==> config.mk <==
export PLATFORM = sky130hd
export DESIGN_NAME = process_ready_queue
export DESIGN_NICKNAME = d
export VERILOG_FILES = /design/src/prq_pkg.sv /design/src/prq_slots.sv /design/src/prq_seq.sv /design/src/process_ready_queue.sv
export SDC_FILE = /design/constraint.sdc
export NUM_CORES = 1
export LEC_CHECK = 0
export ABC_AREA = 1
export BUFFER_PORTS_ARGS = -buffer_cell sky130_fd_sc_hd__buf_2
export CAP_MARGIN = 20
export CELL_PAD_IN_SITES_DETAIL_PLACEMENT = 1
export CELL_PAD_IN_SITES_GLOBAL_PLACEMENT = 2
export CORE_MARGIN = 2
export CORE_UTILIZATION = 30
export CTS_CLUSTER_DIAMETER = 40
export DETAILED_ROUTE_END_ITERATION = 16
export PLACE_DENSITY_LB_ADDON = 0.1
export SYNTH_ARGS = -nofsm -noshare
export SYNTH_HDL_FRONTEND = slang
export SYNTH_HIERARCHICAL = 1
export SYNTH_SLANG_ARGS = --single-unit
==> constraint.sdc <==
create_clock -name clk_i -period 3.6 [get_ports clk_i]
set_input_delay 0.18 -clock clk_i [delete_from_list [all_inputs] [get_ports clk_i]]
set_output_delay 0.18 -clock clk_i [all_outputs]
set_load 0.02 [all_outputs]
==> src/prq_pkg.sv <==
// Package for the process ready queue: sizes, operation and status codes,
// sequencer states and the structs the sequencer passes to the slots and to the top level.
// No dependencies.
package prq_pkg;

  localparam int unsigned DEPTH    = 16;
  localparam int unsigned ID_BITS  = 8;
  localparam int unsigned IDX_W    = $clog2(DEPTH);
  localparam int unsigned CNT_W    = $clog2(DEPTH + 1);
  localparam int unsigned FIELD_W  = 8;
  localparam int unsigned PRIO_W   = 8;
  localparam int unsigned COUNT_W  = 5;
  localparam int unsigned STATUS_W = 2;

  typedef enum logic [1:0] {
    KIND_INSERT = 2'd0,
    KIND_REMOVE = 2'd1,
    KIND_POP    = 2'd2
  } kind_e;

  typedef enum logic [STATUS_W-1:0] {
    ST_DONE      = 2'd0,
    ST_EMPTY     = 2'd1,
    ST_NOT_FOUND = 2'd2,
    ST_FULL      = 2'd3
  } status_e;

  typedef enum logic [3:0] {
    S_IDLE  = 4'b0001,
    S_SCAN  = 4'b0010,
    S_SHIFT = 4'b0100,
    S_RESP  = 4'b1000
  } state_e;

  typedef struct packed {
    logic               en;
    logic [IDX_W-1:0]   addr;
    logic [ID_BITS-1:0] id;
    logic [PRIO_W-1:0]  prio;
  } slot_wr_t;

  typedef struct packed {
    status_e              status;
    logic [FIELD_W-1:0]   pid;
    logic [PRIO_W-1:0]    prio;
    logic [COUNT_W-1:0]   count;
  } result_t;

  function automatic logic [ID_BITS-1:0] to_id(input logic [FIELD_W-1:0] v);
    logic [ID_BITS+FIELD_W-1:0] w;
    w = (ID_BITS + FIELD_W)'(v);
    return w[ID_BITS-1:0];
  endfunction

  function automatic logic [FIELD_W-1:0] from_id(input logic [ID_BITS-1:0] v);
    logic [ID_BITS+FIELD_W-1:0] w;
    w = (ID_BITS + FIELD_W)'(v);
    return w[FIELD_W-1:0];
  endfunction

  function automatic logic [COUNT_W-1:0] to_count(input logic [CNT_W-1:0] v);
    logic [CNT_W+COUNT_W-1:0] w;
    w = (CNT_W + COUNT_W)'(v);
    return w[COUNT_W-1:0];
  endfunction

endpackage

==> src/prq_slots.sv <==
// Slot storage of the ready queue: id and priority per slot, slot 0 is the head.
// One write port and one read port. Depends on prq_pkg.
module prq_slots (
  input  logic                          clk_i,
  input  prq_pkg::slot_wr_t             wr_i,
  input  logic [prq_pkg::IDX_W-1:0]     rd_addr_i,
  output logic [prq_pkg::ID_BITS-1:0]   rd_id_o,
  output logic [prq_pkg::PRIO_W-1:0]    rd_prio_o
);
  import prq_pkg::*;

  logic [ID_BITS-1:0] ids_q   [DEPTH];
  logic [PRIO_W-1:0]  prios_q [DEPTH];

  always_ff @(posedge clk_i) begin
    if (wr_i.en) begin
      ids_q[wr_i.addr]   <= wr_i.id;
      prios_q[wr_i.addr] <= wr_i.prio;
    end
  end

  assign rd_id_o   = ids_q[rd_addr_i];
  assign rd_prio_o = prios_q[rd_addr_i];

endmodule

==> src/prq_seq.sv <==
// Sequencer of the ready queue: decodes the operation, scans slots with one
// id comparator, closes gaps one slot per cycle and tracks occupancy. Depends on prq_pkg.
module prq_seq (
  input  logic                          clk_i,
  input  logic                          rst_ni,
  input  logic                          in_valid_i,
  output logic                          in_stall_o,
  input  logic [1:0]                    kind_i,
  input  logic [prq_pkg::FIELD_W-1:0]   process_id_i,
  input  logic [prq_pkg::PRIO_W-1:0]    priority_req_i,
  output logic                          res_valid_o,
  input  logic                          res_take_i,
  output prq_pkg::result_t              res_o,
  output prq_pkg::slot_wr_t             wr_o,
  output logic [prq_pkg::IDX_W-1:0]     rd_addr_o,
  input  logic [prq_pkg::ID_BITS-1:0]   rd_id_i,
  input  logic [prq_pkg::PRIO_W-1:0]    rd_prio_i
);
  import prq_pkg::*;

  state_e             state_q, state_d;
  logic [CNT_W-1:0]   occ_q, occ_d;
  logic [IDX_W-1:0]   idx_q, idx_d;
  logic [ID_BITS-1:0] pid_q, pid_d;
  status_e            status_q, status_d;
  logic [FIELD_W-1:0] rid_q, rid_d;
  logic [PRIO_W-1:0]  rprio_q, rprio_d;
  logic [CNT_W-1:0]   idx_next;
  logic               accept;
  logic               match;

  assign accept   = in_valid_i && !in_stall_o;
  assign idx_next = CNT_W'(idx_q) + CNT_W'(1);
  assign match    = (rd_id_i == pid_q);

  assign in_stall_o  = (state_q != S_IDLE);
  assign res_valid_o = (state_q == S_RESP);
  assign res_o       = '{status: status_q, pid: rid_q, prio: rprio_q, count: to_count(occ_q)};

  always_comb begin
    case (state_q)
      S_IDLE:  rd_addr_o = '0;
      S_SHIFT: rd_addr_o = idx_next[IDX_W-1:0];
      default: rd_addr_o = idx_q;
    endcase
  end

  always_comb begin
    state_d   = state_q;
    occ_d     = occ_q;
    idx_d     = idx_q;
    pid_d     = pid_q;
    status_d  = status_q;
    rid_d     = rid_q;
    rprio_d   = rprio_q;
    wr_o      = '{en: 1'b0, addr: idx_q, id: rd_id_i, prio: rd_prio_i};
    case (state_q)
      S_IDLE: begin
        if (accept) begin
          pid_d    = to_id(process_id_i);
          idx_d    = '0;
          status_d = ST_DONE;
          rid_d    = '0;
          rprio_d  = '0;
          state_d  = S_RESP;
          case (kind_e'(kind_i))
            KIND_INSERT: begin
              if (occ_q == CNT_W'(DEPTH)) begin
                status_d = ST_FULL;
              end else begin
                wr_o  = '{en: 1'b1, addr: occ_q[IDX_W-1:0],
                          id: to_id(process_id_i), prio: priority_req_i};
                occ_d = occ_q + CNT_W'(1);
              end
            end
            KIND_REMOVE: begin
              if (occ_q == '0) begin
                status_d = ST_EMPTY;
              end else begin
                state_d = S_SCAN;
              end
            end
            KIND_POP: begin
              if (occ_q == '0) begin
                status_d = ST_EMPTY;
              end else begin
                rid_d   = from_id(rd_id_i);
                rprio_d = rd_prio_i;
                state_d = S_SHIFT;
              end
            end
            default: begin
              status_d = ST_DONE;
            end
          endcase
        end
      end
      S_SCAN: begin
        if (match) begin
          state_d = S_SHIFT;
        end else if (idx_next == occ_q) begin
          status_d = ST_NOT_FOUND;
          state_d  = S_RESP;
        end else begin
          idx_d = idx_next[IDX_W-1:0];
        end
      end
      S_SHIFT: begin
        if (idx_next < occ_q) begin
          wr_o.en = 1'b1;
          idx_d   = idx_next[IDX_W-1:0];
        end else begin
          occ_d   = occ_q - CNT_W'(1);
          state_d = S_RESP;
        end
      end
      S_RESP: begin
        if (res_take_i) begin
          state_d = S_IDLE;
        end
      end
      default: begin
        state_d = S_IDLE;
      end
    endcase
  end

  always_ff @(posedge clk_i or negedge rst_ni) begin
    if (!rst_ni) begin
      state_q <= S_IDLE;
      occ_q   <= '0;
    end else begin
      state_q <= state_d;
      occ_q   <= occ_d;
    end
  end

  always_ff @(posedge clk_i) begin
    idx_q    <= idx_d;
    pid_q    <= pid_d;
    status_q <= status_d;
    rid_q    <= rid_d;
    rprio_q  <= rprio_d;
  end

endmodule

==> src/process_ready_queue.sv <==
// Process ready queue: a bounded FIFO of up to DEPTH scheduler entries (id, priority)
// with insert at tail, remove of the first matching id and pop of the head.
// Every item gives one result with a status and the entry count. One item is
// worked at a time by a sequencer with a single id comparator and one slot read
// port, moving one slot per cycle: insert and any empty, full or unused-kind case
// go straight to the result; pop takes the head and shifts the rest forward;
// remove scans up to the match, then closes the gap behind it. A finished result
// sits in an output register, so the next item is taken while it waits. Depends on
// prq_pkg, prq_seq and prq_slots.
module process_ready_queue (
  input  logic                          clk_i,
  input  logic                          rst_ni,
  input  logic                          in_valid_i,
  output logic                          in_stall_o,
  input  logic [1:0]                    kind_i,
  input  logic [prq_pkg::FIELD_W-1:0]   process_id_i,
  input  logic [prq_pkg::PRIO_W-1:0]    priority_req_i,
  output logic                          out_valid_o,
  input  logic                          out_stall_i,
  output logic [prq_pkg::STATUS_W-1:0]  status_o,
  output logic [prq_pkg::FIELD_W-1:0]   out_process_id_o,
  output logic [prq_pkg::PRIO_W-1:0]    out_priority_o,
  output logic [prq_pkg::COUNT_W-1:0]   count_o
);
  import prq_pkg::*;

  slot_wr_t           wr;
  logic [IDX_W-1:0]   rd_addr;
  logic [ID_BITS-1:0] rd_id;
  logic [PRIO_W-1:0]  rd_prio;
  logic               res_valid;
  logic               res_take;
  result_t            res;
  logic               out_valid_q, out_valid_d;
  result_t            out_q;

  prq_seq u_seq (
    .clk_i          (clk_i),
    .rst_ni         (rst_ni),
    .in_valid_i     (in_valid_i),
    .in_stall_o     (in_stall_o),
    .kind_i         (kind_i),
    .process_id_i   (process_id_i),
    .priority_req_i (priority_req_i),
    .res_valid_o    (res_valid),
    .res_take_i     (res_take),
    .res_o          (res),
    .wr_o           (wr),
    .rd_addr_o      (rd_addr),
    .rd_id_i        (rd_id),
    .rd_prio_i      (rd_prio)
  );

  prq_slots u_slots (
    .clk_i     (clk_i),
    .wr_i      (wr),
    .rd_addr_i (rd_addr),
    .rd_id_o   (rd_id),
    .rd_prio_o (rd_prio)
  );

  assign res_take    = res_valid && (!out_valid_q || !out_stall_i);
  assign out_valid_d = res_take || (out_valid_q && out_stall_i);

  always_ff @(posedge clk_i or negedge rst_ni) begin
    if (!rst_ni) begin
      out_valid_q <= 1'b0;
    end else begin
      out_valid_q <= out_valid_d;
    end
  end

  always_ff @(posedge clk_i) begin
    if (res_take) begin
      out_q <= res;
    end
  end

  assign out_valid_o      = out_valid_q;
  assign status_o         = out_q.status;
  assign out_process_id_o = out_q.pid;
  assign out_priority_o   = out_q.prio;
  assign count_o          = out_q.count;

endmodule

==> flow_summary_export.csv, run 1 <==
group,metric,value,unit
floorplanning,die_w,221.8,microns
clocking,clock_latency,0.59,ns
clocking,cts_tree,"built",
floorplanning,rows,79,
placed_design,dpl_cell_area,0.01573,sq mm
pwr,vdd_drop_max,0.4775,mV
timing,fin_skew,0.03548,ns
timing,tns,0,ns
pwr,power.density,955.8,mW/mm^2
placed_design,portBuffers,46,
yosys,synthAdderAreaFrac,1.284,%
floorplanning,die_area,0.04920,sq mm
timing,period_share,92.30,%
pwr,p_int,10.70,mW
detailed_routing,vias_per_cell,4.510,
worst_setup_path,r2r_cells,15,
yosys,synth_seq_cells,319,
clocking,clock_path_buffers,3,
yosys,synthXorXnorAreaFrac,0.5538,%
detailed_routing,dr.pass1.iters,10,
layout,drive_gt1_share,16.58,%
timing,rsz0062_at_grt,"false",
timing,hold_viol_final,0,
yosys,synth_compound_area_share,1.415,%
worst_setup_path,cp_slowest_stage_delay,0.56,ns
layout,final_cell_mix,"422 x nand2_1, 309 x edfxtp_1, 250 x inv_1",
min_path,hold_class,"input port to flip-flop",
clocking,post_cts_buffers,0,
clocking,clock-sinks,319,
detailed_routing,num_vias,9809,
yosys,muxShareOfSynthArea,0,%
pwr,p_switching,6.281,mW
yosys,synth_top_area_cell,"edfxtp_1",
yosys,synthCells,1378,
pwr,p_leak,7.614,nW
floorplanning,io_pins,47,
timing,setup_violations,0,
pwr,seqPwrFrac,32.9,%
pwr,totalPowerFinal,16.98,mW
yosys,syn-cell-area,0.01423,sq mm
timing,drv_slew,0,
layout,nets,1558,
layout,area_growth,24.86,%
floorplanning,start_util,30.51,%
detailed_routing,wirelength,42560,microns
grt,antenna_found_initial,0,
layout,layout_commonest_cell,"nand2_1",
yosys,synth.distinct_cells,35,
timing,fmax,300.9,MHz
detailed_routing,antenna_left,0,
detailed_routing,drtIter0Drc,493,
worst_setup_path,critPathKind,"flip-flop to flip-flop",
job,timing.max_cap.violations,0,
yosys,synthSimpleGateAreaFrac,20.74,%
placed_design,hpwl,27110,microns
yosys,synth_top_family_by_area,"simple AND/OR/NAND/NOR gates",
status,status,"finished, violations left",
grt,track_usage,17.76,%
layout,n_antenna_cell,0,
layout,fin_area,0.01777,sq mm
yosys,seq_area_frac_synth,66.96,%
grt,gr-total-overflow,0,
worst_setup_path,start_kind,"flip-flop",
worst_setup_path,cp_max_fo,41,
pwr,clockPowerShare,31.5,%
grt,grt_max_degree,44,
pwr,switching_share,36.98,%
detailed_routing,wl_per_cell,19.57,microns
floorplanning,coreArea,0.04665,sq mm
clocking,htree_levels,2,
clocking,cts_root_buf,"clkbuf_16",
worst_setup_path,path_cells,"inv_1, nand2_1, nor2_4, nor2_1, inv_1, o22ai_4, buf_12, buf_4, nand3_1, nand3_1, nand3_1, nand2_1, inv_1, o21ai_0, buf_4",
clocking,cts.reportedPaths.clkPinSlew,0.05,ns
clocking,cts_buffers,55,
yosys,synth_top_area_share,65.20,%
detailed_routing,drc,1,
grt,grt_first_pass_wirelength,65330,microns
timing,fin_crit,3.323,ns
status,failed_checks,"DRC",
floorplanning,fp.dieH,221.8,microns
worst_setup_path,cp_slowest_cell,"dfstp_2",
yosys,yosysWarningCount,6,
placed_design,gp_congestion,0.7466,
timing,fin_worst_hold_slack,0.02635,ns
worst_setup_path,endpoint_kind,"flip-flop",
yosys,synthTopCellsByArea,"edfxtp_1 65%, nand2_1 11%, nand3_1 7.2%",
worst_setup_path,cp.required,4.03,ns
yosys,synth_area_per_cell,10.33,sq um
worst_setup_path,arrival,3.75,ns
grt,grt_pass1_vias,10420,
pwr,p_comb_share,35.6,%
min_path,hold_depth,4,
yosys,syn-num-nets,1414,
timing,relSlewSlack,56.22,%
timing,worstMarginPinSlew,0.6552,ns
-- registers in the layout, summed over array words and instances, names as in the netlist --
name	cells
count_o	5
out_valid_o	1
status_o	2
u_seq/idx_q	4
u_seq/rprio_q	8
u_slots/ids_q	128
out_priority_o	8
u_slots/prios_q	128
u_seq/status_q	2
u_seq/occ_q	5
out_process_id_o	8
u_seq/rid_q	8
u_seq/state_q	4
u_seq/pid_q	8
-- Yosys cell counts --
| library cell | instances |
|---|---|
| nand2_1 | 422 |
| edfxtp_1 | 309 |
| inv_1 | 250 |
| nand3_1 | 206 |
| nor2_1 | 47 |
| buf_2 | 21 |
| buf_4 | 21 |
| o21ai_0 | 18 |
| ha_1 | 13 |
| dfrtp_1 | 9 |
| clkbuf_1 | 7 |
| o21ai_1 | 6 |
| o22ai_1 | 5 |
| xnor2_1 | 5 |
| inv_2 | 4 |
| xor2_1 | 4 |
| buf_1 | 3 |
| buf_6 | 3 |
| nand2_4 | 3 |
| nand4_1 | 3 |
| a21oi_1 | 2 |
| nor2_4 | 2 |
| nor3_1 | 2 |
| o21ai_2 | 2 |
| a21oi_2 | 1 |
| a31oi_1 | 1 |
| dfstp_2 | 1 |
| fa_1 | 1 |
| nand3_2 | 1 |
| nand4_4 | 1 |
| nor2_2 | 1 |
| nor2_8 | 1 |
| nor3_2 | 1 |
| nor3b_1 | 1 |
| o31ai_1 | 1 |
-- power by group through the flow --
stage               logic (mW)  clock network, mW  registers [mW]
global placement          6.17                  0            5.66
finish                    6.05               5.35            5.58
CTS                       6.23               5.47            5.60
detailed placement        6.20                  0            5.66
floorplan                 3.39                  0            5.73
global route              6.84               5.62            5.61
-- worst paths after layout --
path / start / to / slack (ns)
max: u_seq/state_q[0] / u_slots/prios_q[5][1] / 0.28
min: in_valid_i / u_seq/state_q[0] / 0.03
max reg2reg: u_seq/state_q[0] / u_slots/prios_q[5][1] / 0.28
min reg2reg: u_seq/rprio_q[5] / out_priority_o[5] / 0.42
max in group asynchronous: rst_ni / u_seq/state_q[2] / 2.64
min in group asynchronous: rst_ni / u_seq/state_q[0] / 0.08
-- stage by stage --
stage	utilization [%]	std cells	setup WS (ns)
after floorplan	-	1378	0.4532
after global placement	33.72	2059	0.2591
after detailed placement	33.72	2059	0.1994
after CTS	38.04	2173	0.1777
after global routing	38.09	2175	0.02927
final	38.09	2175	0.2772
-- critical path: cells and delay by family, from the launching register on --
family,cells,cell delay (ns)
buf+inv,6,1.31
flops,1,0.56
simple gates,7,0.71
compound gates,2,0.54
-- layout make-up --
type,count,area [sq um]
fill,5146,28880
sequential,319,9530
multi-input combinational,750,3505
clock buffer,59,1391
timing repair buffer,142,1116
inverter,254,955.9
tap,607,759.5
clock inverter,44,513.0
-- layer usage --
layer	routed length (microns)	vias to the layer above	global-route usage (%)	part of all wire, %
met5	0	-	0	0
met4	785	0	4.185	1.8
met3	1350	58	3.061	3.2
li1	-	4772	-	-
met1	20500	4845	24.52	48
met2	19930	134	29.16	47
-- kinds of logic (layout without fill, tap and decap cells) --
kind of cell    Yosys count  after routing
xor+xnor                  9              9
fa+ha+maj                14             14
flops                   319            319
simple gates            691            691
compound gates           36             36
buf+inv                 309            499
-- what timing repair did --
action                     CTS  global route
gates resized for setup      0             2
hold buffers                11             0
hold endpoints to repair    19             0
setup endpoints to repair    0             5
No activity file was read; power rests on OpenSTA's default activity.
==> run 2, diff against run 1 <==
--- a/config.mk
+++ b/config.mk
@@ -10,6 +10,7 @@
 export CAP_MARGIN = 20
 export CELL_PAD_IN_SITES_DETAIL_PLACEMENT = 1
 export CELL_PAD_IN_SITES_GLOBAL_PLACEMENT = 2
+export CORE_ASPECT_RATIO = 1.4
 export CORE_MARGIN = 2
 export CORE_UTILIZATION = 30
 export CTS_CLUSTER_DIAMETER = 40
==> flow_summary_export.csv, run 2 (synthesized netlist as in run 1, its figures left out) <==
group,metric,value,unit
layout,nets,1543,
timing,period_share,91.33,%
timing,fin_crit,3.288,ns
clocking,cts_buffers,46,
detailed_routing,num_vias,9844,
pwr,p_leak,7.402,nW
detailed_routing,wl_per_cell,20.52,microns
grt,grt_first_pass_wirelength,67050,microns
worst_setup_path,cp.required,3.96,ns
clocking,clock_latency,0.56,ns
placed_design,hpwl,28530,microns
min_path,hold_class,"input port to asynchronous set/reset pin",
pwr,p_int,9.969,mW
clocking,htree_levels,2,
pwr,p_switching,6.373,mW
timing,fin_skew,0.02249,ns
worst_setup_path,critPathKind,"flip-flop to flip-flop",
layout,final_cell_mix,"420 x nand2_1, 309 x edfxtp_1, 248 x inv_1",
timing,setup_violations,0,
timing,fmax,304.1,MHz
floorplanning,rows,94,
layout,fin_area,0.01746,sq mm
clocking,clock_path_buffers,3,
pwr,clockPowerShare,27.1,%
detailed_routing,antenna_left,0,
detailed_routing,drc,0,
layout,layout.cells.non_filler,2168,
layout,area_growth,22.69,%
pwr,p_comb_share,38.7,%
clocking,cts.reportedPaths.clkPinSlew,0.05,ns
grt,antenna_found_initial,0,
layout,reg_top3,"u_slots/ids_q: 128 flops, u_slots/prios_q: 128 flops",
timing,hold_viol_final,0,
worst_setup_path,r2r_slack,0.31,ns
layout,fin_util,37.21,%
floorplanning,die_w,188.1,microns
placed_design,gp_congestion,0.7454,
pwr,power.density,935.9,mW/mm^2
placed_design,dpl_cell_area,0.01574,sq mm
clocking,cts_root_buf,"clkbuf_16",
grt,track_usage,18.51,%
worst_setup_path,start_kind,"flip-flop",
worst_setup_path,cp_max_fo,35,
worst_setup_path,endpoint_kind,"flip-flop",
floorplanning,io_pins,47,
placed_design,dp.cells,2068,
detailed_routing,vias_per_cell,4.541,
status,status,"finished clean",
placed_design,portBuffers,46,
timing,drv_slew,0,
floorplanning,coreArea,0.04693,sq mm
timing,relSlewSlack,31.30,%
layout,layout_commonest_cell,"nand2_1",
job,timing.max_cap.violations,0,
detailed_routing,drtIter0Drc,408,
detailed_routing,dr.pass1.iters,5,
clocking,cts_tree,"built",
grt,grt_max_degree,56,
clocking,clock-sinks,319,
floorplanning,start_util,30.33,%
pwr,seqPwrFrac,34.2,%
layout,drive_gt1_share,16.07,%
floorplanning,fp.dieH,261.7,microns
floorplanning,die_area,0.04922,sq mm
grt,gr-total-overflow,0,
detailed_routing,wirelength,44490,microns
timing,worstMarginPinSlew,1.024,ns
pwr,vdd_drop_max,0.6654,mV
grt,grt_pass1_vias,10450,
worst_setup_path,arrival,3.65,ns
pwr,switching_share,39.00,%
[run 2: per-stage QoR]
step | TNS, ns | power (mW) | hold WS (ns) | worst slack, ns
CTS | 0 | 16.52 | 0.01912 | 0.08482
detailed placement | 0 | 12.00 | 0.07355 | 0.1228
finish | 0 | 16.34 | 0.03818 | 0.3120
floorplan | 0 | 9.122 | -0.1156 | 0.4532
global placement | 0 | 11.94 | 0.07212 | 0.1358
global route | -0.006574 | 17.38 | 0.04354 | -0.001703
[run 2: final timing paths]
| check | from | end | cells after the start |
|---|---|---|---|
| setup / recovery | u_seq/state_q[0] | u_slots/prios_q[6][4] | 15 |
| hold / removal | rst_ni | out_valid_o | 2 |
| setup reg to reg | u_seq/state_q[0] | u_slots/prios_q[6][4] | 15 |
| hold reg to reg | u_seq/rid_q[3] | out_process_id_o[3] | 0 |
| max in group asynchronous | rst_ni | u_seq/state_q[0] | 2 |
| min in group clk_i | in_valid_i | u_seq/state_q[0] | 4 |
[run 2: what timing repair did]
item,in CTS,in global routing
endpoints found under the hold margin,19,0
setup endpoints to repair,0,120
resized for setup,0,11
hold buffers,10,0
setup buffers,0,4
[run 2: final cells by class]
class	instances	area, sq um
inverters	254	965.9
multi-input cells	750	3525
diodes	1	2.502
clock buffers	51	1191
repair buffers	136	1146
clock inverters	33	320.3
well taps	624	780.7
flip-flops and latches	319	9530
fillers	5188	29470
[run 2: critical path, stage by stage (launching register included)]
cell and delay (ns):
dfstp_2 0.55, inv_1 0.06, nand2_1 0.13, nor2_4 0.07
nor2_2 0.16, inv_1 0.15, o22ai_4 0.17, buf_12 0.26
buf_6 0.35, nand3_1 0.12, nand3_1 0.09, nand3_1 0.15
nand2_1 0.15, inv_1 0.10, o21ai_0 0.27, buf_4 0.30
[run 2: power groups by stage]
stage / registers (mW) / logic [mW] / clock network, mW
after global routing: 5.63 / 7.05 / 4.70
final: 5.59 / 6.32 / 4.43
after CTS: 5.60 / 6.35 / 4.57
after detailed placement: 5.67 / 6.33 / 0
after floorplan: 5.73 / 3.39 / 0
after global placement: 5.67 / 6.27 / 0
[run 2: layer usage]
metal | routed length (microns) | track usage, % | vias up
met5 | 0 | 0 | -
met4 | 977 | 5.009 | 0
met3 | 1376 | 2.257 | 61
met2 | 23110 | 33.87 | 142
met1 | 19030 | 23.07 | 4907
li1 | - | - | 4734
